===== src/rtl/uer_pkg.sv =====
// Shared types and constants for the ultrasonic echo ranging block.
// Used by uer_cfg, uer_step and ultrasonic_echo_ranging; no dependencies.
`timescale 1ns / 1ps
`default_nettype none

package uer_pkg;

  localparam int unsigned CfgIdxBits = 2;
  localparam int unsigned CfgDataBits = 16;
  localparam int unsigned WinBits = 18;

  localparam logic [CfgIdxBits-1:0] CFG_MAX_DISTANCE = 2'd0;
  localparam logic [CfgIdxBits-1:0] CFG_ROUNDTRIP = 2'd1;
  localparam logic [CfgIdxBits-1:0] CFG_WARMUP = 2'd2;
  localparam logic [CfgIdxBits-1:0] CFG_OVERHEAD = 2'd3;

  localparam logic [9:0] MaxDistanceReset = 10'd500;
  localparam logic [7:0] RoundtripReset = 8'd57;
  localparam logic [15:0] WarmupReset = 16'd5800;
  localparam logic [7:0] OverheadReset = 8'd5;
  localparam logic [WinBits-1:0] WindowReset = WinBits'(500 * 57 + 57 / 2);

  localparam int unsigned LowTicks = 4;
  localparam int unsigned HighTicks = 10;

  typedef enum logic [2:0] {
    PH_IDLE      = 3'd0,
    PH_TRIG_LOW  = 3'd1,
    PH_TRIG_HIGH = 3'd2,
    PH_WAIT_RISE = 3'd3,
    PH_WAIT_FALL = 3'd4
  } uer_phase_t;

  typedef struct packed {
    logic        trigger_level;
    logic        busy_res;
    logic        done_res;
    logic        timed_out;
    logic [15:0] echo_us;
  } uer_result_t;

endpackage

`default_nettype wire


===== src/rtl/uer_cfg.sv =====
// Configuration registers and the registered echo deadline window.
// Depends on uer_pkg.
`timescale 1ns / 1ps
`default_nettype none

module uer_cfg
  import uer_pkg::*;
(
  input  wire logic                   clk,
  input  wire logic                   rst,
  input  wire logic                   cfg_we,
  input  wire logic [CfgIdxBits-1:0]  cfg_index,
  input  wire logic [CfgDataBits-1:0] cfg_data,
  output logic [15:0]                 warmup_timeout_us,
  output logic [7:0]                  ping_overhead_us,
  output logic [WinBits-1:0]          echo_window
);

  logic [9:0] dist_limit_cm;
  logic [7:0] roundtrip_us_per_cm;

  always_ff @(posedge clk) begin
    if (rst) begin
      dist_limit_cm <= MaxDistanceReset;
      roundtrip_us_per_cm <= RoundtripReset;
      warmup_timeout_us <= WarmupReset;
      ping_overhead_us <= OverheadReset;
      echo_window <= WindowReset;
    end else begin
      echo_window <= WinBits'(dist_limit_cm) * WinBits'(roundtrip_us_per_cm)
                     + WinBits'(roundtrip_us_per_cm >> 1);
      if (cfg_we) begin
        unique case (cfg_index)
          CFG_MAX_DISTANCE: dist_limit_cm <= cfg_data[9:0];
          CFG_ROUNDTRIP:    roundtrip_us_per_cm <= cfg_data[7:0];
          CFG_WARMUP:       warmup_timeout_us <= cfg_data;
          CFG_OVERHEAD:     ping_overhead_us <= cfg_data[7:0];
        endcase
      end
    end
  end

endmodule

`default_nettype wire


===== src/rtl/uer_step.sv =====
// Next-state and result logic for one beat of the ranging sequencer.
// Depends on uer_pkg.
`timescale 1ns / 1ps
`default_nettype none

module uer_step
  import uer_pkg::*;
#(
  parameter int unsigned TIME_BITS = 16
) (
  input  wire uer_phase_t             phase,
  input  wire logic [TIME_BITS-1:0]   elapsed_us,
  input  wire logic [TIME_BITS-1:0]   echo_start_us,
  input  wire logic [TIME_BITS-1:0]   deadline_us,
  input  wire logic                   kind,
  input  wire logic                   echo_level,
  input  wire logic [15:0]            warmup_timeout_us,
  input  wire logic [7:0]             ping_overhead_us,
  input  wire logic [WinBits-1:0]     echo_window,
  output uer_phase_t                  phase_next,
  output logic [TIME_BITS-1:0]        elapsed_us_next,
  output logic [TIME_BITS-1:0]        echo_start_us_next,
  output logic [TIME_BITS-1:0]        deadline_us_next,
  output uer_result_t                 result
);

  localparam int unsigned SumBits = ((TIME_BITS > WinBits) ? TIME_BITS : WinBits) + 1;
  localparam int unsigned WidBits = (TIME_BITS > 16) ? TIME_BITS : 16;
  localparam logic [TIME_BITS-1:0] TimeMax = '1;

  uer_phase_t             ph;
  logic [TIME_BITS-1:0]   el_inc;
  logic [SumBits-1:0]     rise_sum;
  logic [SumBits-1:0]     fall_sum;
  logic [TIME_BITS-1:0]   rise_deadline;
  logic [TIME_BITS-1:0]   fall_deadline;
  logic                   passed;
  logic [TIME_BITS-1:0]   width;
  logic [WidBits-1:0]     width_x;
  logic [WidBits-1:0]     ovh_x;
  logic [WidBits-1:0]     width_net;
  logic [15:0]            width_out;
  logic                   done;
  logic                   tmo;
  logic [15:0]            echo_val;

  always_comb begin
    ph = (phase > PH_WAIT_FALL) ? PH_IDLE : phase;
    el_inc = (elapsed_us != TimeMax) ? elapsed_us + TIME_BITS'(1) : elapsed_us;

    rise_sum = SumBits'(el_inc) + SumBits'(warmup_timeout_us);
    rise_deadline = (rise_sum > SumBits'(TimeMax)) ? TimeMax : rise_sum[TIME_BITS-1:0];
    fall_sum = SumBits'(el_inc) + SumBits'(echo_window);
    fall_deadline = (fall_sum > SumBits'(TimeMax)) ? TimeMax : fall_sum[TIME_BITS-1:0];

    passed = (el_inc > deadline_us) || (el_inc == TimeMax);

    width = el_inc - echo_start_us;
    width_x = WidBits'(width);
    ovh_x = WidBits'(ping_overhead_us);
    width_net = (width_x > ovh_x) ? width_x - ovh_x : '0;
    width_out = (width_net > WidBits'(16'hFFFF)) ? 16'hFFFF : width_net[15:0];
  end

  always_comb begin
    phase_next = ph;
    elapsed_us_next = elapsed_us;
    echo_start_us_next = echo_start_us;
    deadline_us_next = deadline_us;
    done = 1'b0;
    tmo = 1'b0;
    echo_val = '0;
    if (kind) begin
      if (ph == PH_IDLE) begin
        elapsed_us_next = '0;
        phase_next = PH_TRIG_LOW;
      end
    end else if (ph != PH_IDLE) begin
      elapsed_us_next = el_inc;
      unique case (ph)
        PH_TRIG_LOW: begin
          if (el_inc >= TIME_BITS'(LowTicks)) begin
            phase_next = PH_TRIG_HIGH;
          end
        end
        PH_TRIG_HIGH: begin
          if (el_inc >= TIME_BITS'(LowTicks + HighTicks)) begin
            phase_next = PH_WAIT_RISE;
            deadline_us_next = rise_deadline;
          end
        end
        PH_WAIT_RISE: begin
          if (echo_level) begin
            echo_start_us_next = el_inc;
            deadline_us_next = fall_deadline;
            phase_next = PH_WAIT_FALL;
          end else if (passed) begin
            done = 1'b1;
            tmo = 1'b1;
            phase_next = PH_IDLE;
          end
        end
        PH_WAIT_FALL: begin
          if (!echo_level) begin
            echo_val = width_out;
            done = 1'b1;
            phase_next = PH_IDLE;
          end else if (passed) begin
            done = 1'b1;
            tmo = 1'b1;
            phase_next = PH_IDLE;
          end
        end
        default: phase_next = PH_IDLE;
      endcase
    end

    result.trigger_level = (phase_next == PH_TRIG_HIGH);
    result.busy_res = (phase_next != PH_IDLE);
    result.done_res = done;
    result.timed_out = tmo;
    result.echo_us = echo_val;
  end

endmodule

`default_nettype wire


===== src/rtl/ultrasonic_echo_ranging.sv =====
// Top level of the ultrasonic echo ranging controller.
// Depends on uer_pkg, uer_cfg and uer_step.
//
// Each input beat is either a one-microsecond tick carrying the sampled echo
// pin level (kind 0) or a request to start a ping (kind 1). Every input beat
// produces exactly one output beat with the trigger level to drive, the busy
// flag, and on the finishing beat the done flag, the timeout flag and the echo
// width in microseconds minus the configured overhead.
// An input beat is taken on the cycle it is offered if the output register is
// empty or being drained, so one beat per cycle is sustained; the result
// appears in the cycle after acceptance. The state update and the result are
// computed in a single pass between the state registers and the output
// register. When the receiver stalls, the held result blocks further input
// until it is taken. Configuration writes are registered, and the echo deadline
// window derived from them is registered from those registers in turn. The user
// must make writes only while no ping is running; the block does not enforce it.
// Reset clears the sequencer to idle, empties the output register and loads
// the default configuration.
`timescale 1ns / 1ps
`default_nettype none

module ultrasonic_echo_ranging
  import uer_pkg::*;
#(
  parameter int unsigned TIME_BITS = 16
) (
  input  wire logic                   clk,
  input  wire logic                   rst,
  input  wire logic                   in_valid,
  output logic                        in_ready,
  input  wire logic                   kind,
  input  wire logic                   echo_level,
  output logic                        out_valid,
  input  wire logic                   out_ready,
  output logic                        trigger_level,
  output logic                        busy_res,
  output logic                        done_res,
  output logic                        timed_out,
  output logic [15:0]                 echo_us,
  input  wire logic                   cfg_we,
  input  wire logic [CfgIdxBits-1:0]  cfg_index,
  input  wire logic [CfgDataBits-1:0] cfg_data
);

  logic [15:0]          warmup_timeout_us;
  logic [7:0]           ping_overhead_us;
  logic [WinBits-1:0]   echo_window;

  uer_phase_t           phase;
  uer_phase_t           phase_next;
  logic [TIME_BITS-1:0] elapsed_us;
  logic [TIME_BITS-1:0] elapsed_us_next;
  logic [TIME_BITS-1:0] echo_start_us;
  logic [TIME_BITS-1:0] echo_start_us_next;
  logic [TIME_BITS-1:0] deadline_us;
  logic [TIME_BITS-1:0] deadline_us_next;
  uer_result_t          result_next;
  uer_result_t          result;
  logic                 accept;

  uer_cfg u_cfg (
    .clk               (clk),
    .rst               (rst),
    .cfg_we            (cfg_we),
    .cfg_index         (cfg_index),
    .cfg_data          (cfg_data),
    .warmup_timeout_us (warmup_timeout_us),
    .ping_overhead_us  (ping_overhead_us),
    .echo_window       (echo_window)
  );

  uer_step #(
    .TIME_BITS (TIME_BITS)
  ) u_step (
    .phase              (phase),
    .elapsed_us         (elapsed_us),
    .echo_start_us      (echo_start_us),
    .deadline_us        (deadline_us),
    .kind               (kind),
    .echo_level         (echo_level),
    .warmup_timeout_us  (warmup_timeout_us),
    .ping_overhead_us   (ping_overhead_us),
    .echo_window        (echo_window),
    .phase_next         (phase_next),
    .elapsed_us_next    (elapsed_us_next),
    .echo_start_us_next (echo_start_us_next),
    .deadline_us_next   (deadline_us_next),
    .result             (result_next)
  );

  assign in_ready = !out_valid || out_ready;
  assign accept = in_valid && in_ready;

  always_ff @(posedge clk) begin
    if (rst) begin
      phase <= PH_IDLE;
      elapsed_us <= '0;
      echo_start_us <= '0;
      deadline_us <= '0;
      out_valid <= 1'b0;
    end else if (accept) begin
      phase <= phase_next;
      elapsed_us <= elapsed_us_next;
      echo_start_us <= echo_start_us_next;
      deadline_us <= deadline_us_next;
      out_valid <= 1'b1;
    end else if (out_ready) begin
      out_valid <= 1'b0;
    end
  end

  always_ff @(posedge clk) begin
    if (accept) begin
      result <= result_next;
    end
  end

  assign trigger_level = result.trigger_level;
  assign busy_res = result.busy_res;
  assign done_res = result.done_res;
  assign timed_out = result.timed_out;
  assign echo_us = result.echo_us;

  a_done_ends_busy: assert property (@(posedge clk) disable iff (rst)
    out_valid && done_res |-> !busy_res)
    else $error("done beat still reports busy");

  a_timeout_zero_width: assert property (@(posedge clk) disable iff (rst)
    out_valid && timed_out |-> done_res && (echo_us == 16'd0))
    else $error("timeout beat without done or with nonzero width");

  a_trigger_in_ping: assert property (@(posedge clk) disable iff (rst)
    out_valid && trigger_level |-> busy_res && (phase == PH_TRIG_HIGH))
    else $error("trigger high outside the trigger phase");

  a_accept_fills_output: assert property (@(posedge clk) disable iff (rst)
    accept |=> out_valid)
    else $error("accepted beat produced no result");

endmodule

`default_nettype wire


===== config.mk =====
export PLATFORM = sky130hd
export DESIGN_NAME = ultrasonic_echo_ranging
export DESIGN_NICKNAME = d
export VERILOG_FILES = /design/src/rtl/uer_pkg.sv /design/src/rtl/uer_cfg.sv /design/src/rtl/uer_step.sv /design/src/rtl/ultrasonic_echo_ranging.sv
export SDC_FILE = /design/constraint.sdc
export NUM_CORES = 1
export LEC_CHECK = 0
export ABC_AREA = 1
export BUFFER_PORTS_ARGS = -buffer_cell sky130_fd_sc_hd__buf_2
export CORE_MARGIN = 2
export CORE_UTILIZATION = 61
export CTS_CLUSTER_DIAMETER = 50
export DETAILED_ROUTE_END_ITERATION = 8
export PLACE_DENSITY_LB_ADDON = 0.12
export SYNTH_ARGS = -nofsm -noshare
export SYNTH_HDL_FRONTEND = slang
export SYNTH_SLANG_ARGS = --single-unit

===== constraint.sdc =====
create_clock -name clk -period 6 [get_ports clk]
set_clock_uncertainty 0.2 [all_clocks]
set_input_delay 1.2 -clock clk [delete_from_list [all_inputs] [get_ports clk]]
set_output_delay 1.2 -clock clk [all_outputs]
set_load 0.01 [all_outputs]

==> metrics.md <==
| Metric | Value |
|---|---|
| Outcome | completed |
| Worst setup EP type | flop |
| Initial Util | 62.64% |
| CTS Hold Buffers Added | 0 |
| XOR/XNOR share of the synthesized area | 3.542% |
| Drt drc | 0 |
| GRT overflow | 0 |
| Final net count | 1945 |
| Core area | 18890 µm² |
| Max Cap Viol | 0 |
| Clock tree from TritonCTS | built |
| Post-synth EDFFs | 20 |
| Number of diodes | 0 |
| Combinational family with the most area after synthesis | simple AND/OR/NAND/NOR gates |
| IO Pins | 47 |
| Row count | 50 |
| Async SR Flop Fraction | 0% |
| Post-route setup TNS | 0 ns |
| Pleak | 6.964 nW |
| Slew margin rel. | 25.46% |
| Final Core Density | 68.16% |
| Clock slew at reported path FFs | 0.06 ns |
| First-pass GRT wire length | 49580 µm |
| Worst Path Arrival | 5.20 ns |
| Die footprint | 20530 µm² |
| Simple-Gate Fraction of Synth Area | 26.40% |
| Setup Buffers After CTS | 0 |
| Crit-path slowest cell | dfxtp_1 |
| Yosys warns | 0 |
| Wire length per cell | 14.78 µm |
| Cell count after synthesis | 1720 |
| Peak VDD IR | 0.3363 mV |
| Vias | 10895 |
| Family with the most delay on the worst path | simple AND/OR/NAND/NOR gates |
| Measured slew at the worst slew-check pin | 1.114 ns |
| Wirelength, routed | 29850 µm |
| HPWL Detailed | 22610 µm |
| Initial antenna violation count | 0 |
| Setup Viol. Count Final | 0 |
| Vias per cell | 5.394 |
| Vias in the first global route | 10536 |
| Compound-Gate Fraction of Synth Area | 12.40% |
| Mapped Nets | 1918 |
| Clk root buf | clkbuf_16 |
| Drt first pass iters | 5 |
| Worst path max stage delay | 0.42 ns |
| Commonest cells after routing, fill and taps aside | nand2_1, inv_1, nor2_1, a21oi_1, ha_1 |
| Critical path peak fanout | 6 |
| Pwr/cell area | 287.9 nW/µm² |
| Critical Path RT | 5.98 ns |
| Slew Viols, Final | 0 |
| Port Buf Inserts | 46 |
| Multiplexer area fraction after synthesis | 0% |
| RSZ-0062 raised after global routing | no |
| Post-synthesis sequential area ratio | 24.02% |
| Post-route cell area | 12880 µm² |
| Die X | 143.3 µm |
| Main synth FF type | dfxtp_1 |
| Mean Syn Cell Area | 6.880 µm² |
| Worst Path Class, Setup | reg2reg |
| PostCTS Resize Cnt | 0 |
| CTS max path bufs | 2 |
| Layout area overhead | 8.818% |
| Cell Area, Placed | 12260 µm² |
| Total number of cells along the worst setup path | 26 |
| Reg2reg path depth | 26 |
| Fin crit share | 87.02% |
| FMAX | 191.5 MHz |
| Tot GR Track Use | 30.53% |
| DIE HEIGHT | 143.3 µm |
| Most used cell, CP | nand2_1 |
| Synthesized area | 11830 µm² |
| Largest net degree at the start of global routing | 49 |
| CTS buffer count | 17 |
| H-tree depth | 4 |
| Cell variety after synth | 46 |
| Fin crit period | 5.221 ns |
| Share of layout cells above drive strength 1 | 7.784% |
| Commonest non-fill, non-tap cell in the layout | nand2_1 |
| WHS Path Cells | 2 |
| Post-synthesis adder-cell area fraction | 22.03% |
| Worst hold-check path type | reg2reg |
| Final hold viol count | 0 |
| Worst path bufs/invs | 2 |
| Clk_lat worst skew | 0.43 ns |
| Clock Sinks | 132 |
| Yosys reg bits | 132 |
| Startpoint types | flop |
| Post-DRT Antenna Nets | 0 |
| GP Congestion | 0.9898 |
| Starting DRT DRC Count | 661 |
==> registers in the layout (all words and copies together), names as in the netlist, 3 cells and up <==
| signal | count |
|---|---|
| u_cfg.roundtrip_us_per_cm | 8 |
| echo_us | 16 |
| u_cfg.warmup_timeout_us | 16 |
| deadline_us | 16 |
| elapsed_us | 16 |
| echo_start_us | 16 |
| u_cfg.dist_limit_cm | 10 |
| phase | 3 |
| u_cfg.ping_overhead_us | 8 |
| u_cfg.echo_window | 18 |
==> layout make-up <==
type | instances | area (µm²)
well taps | 260 | 325.3
clock inverters | 15 | 196.4
fillers | 1661 | 6016
repair buffers | 55 | 297.8
flip-flops and latches | 132 | 2843
clock buffers | 17 | 425.4
multi-input cells | 1231 | 7624
inverters | 310 | 1166
==> worst paths after layout <==
check	startpoint	end	slack [ns]
max	elapsed_us[1]$_SDFFE_PP0P_	echo_us[15]$_SDFFCE_PP0P_	0.78
min	echo_start_us[12]$_SDFFE_PP0P_	echo_start_us[12]$_SDFFE_PP0P_	0.27
max reg2reg	elapsed_us[1]$_SDFFE_PP0P_	echo_us[15]$_SDFFCE_PP0P_	0.78
min reg2reg	echo_start_us[12]$_SDFFE_PP0P_	echo_start_us[12]$_SDFFE_PP0P_	0.27
==> through the flow <==
step | instances | setup WS [ns] | power [mW] | hold WS (ns)
2_1_floorplan | 1720 | 1.508 | 2.241 | 0.2270
3_3_place_gp | 1988 | 1.154 | 2.554 | 0.2498
3_5_place_dp | 1988 | 0.9467 | 2.596 | 0.2545
4_1_cts | 2020 | 0.9035 | 3.715 | 0.2648
5_1_grt | 2020 | 0.3739 | 4.016 | 0.2948
6_report | 2020 | 0.7788 | 3.707 | 0.2661
==> power by group <==
part           internal (mW)  switching, mW  leakage [nW]
sequential             0.971         0.0494          1.12
combinational          0.611          0.960          5.55
clock                  0.666          0.450         0.300
==> cell usage after synthesis (3+ instances only) <==
cell,count,share of area [%]
a21o_1,6,0.38
a21oi_1,143,6.0
a31oi_1,6,0.32
buf_4,3,0.19
clkbuf_1,41,1.3
clkinv_1,4,0.13
dfxtp_1,112,19
edfxtp_1,20,5.1
fa_1,59,10
ha_1,114,12
inv_1,301,9.5
inv_2,4,0.13
nand2_1,405,13
nand2_2,12,0.63
nand2_4,4,0.38
nand3_1,76,3.2
nand3b_1,6,0.38
nand4_1,24,1.3
nor2_1,157,5.0
nor2_2,15,0.79
nor3_1,21,0.89
o211ai_1,7,0.44
o21ai_0,74,3.1
o21ai_1,19,0.80
o21bai_1,12,0.76
or2_1,3,0.16
or2_2,6,0.32
xnor2_1,16,1.2
xor2_1,30,2.2
==> logic make-up after synthesis <==
family / count (synthesis)
compound gates: 275
flops: 132
xor+xnor: 47
buf+inv: 357
simple gates: 736
fa+ha+maj: 173
==> per-layer routing <==
layer | vias to the layer above | track usage (%) | part of all wire, %
met1 | 4924 | 36.70 | 42
met3 | 89 | 5.667 | 6.2
li1 | 5508 | - | -
met2 | 374 | 53.08 | 48
met5 | - | 0 | 0
met4 | 0 | 13.83 | 3.8
==> worst register-to-register path: stages (launching register included) <==
cell and delay, ns:
dfxtp_1 0.42, ha_1 0.28, nand2_1 0.10, nor2_1 0.15
nand2_1 0.13, nor2_4 0.21, xor2_2 0.27, inv_1 0.13
ha_1 0.23, fa_1 0.41, o21ai_1 0.38, a21oi_1 0.13
o21ai_1 0.22, xor2_1 0.18, ha_1 0.29, inv_1 0.11
nor3_1 0.06, nand2_1 0.07, o211ai_1 0.12, nand2_1 0.08
nand2_1 0.04, nor2_1 0.14, nand3_1 0.16, nor3_1 0.24
nand3b_1 0.10, nand2_1 0.07, nor2_1 0.04
Note: power is estimated with default switching activity, not from simulation.
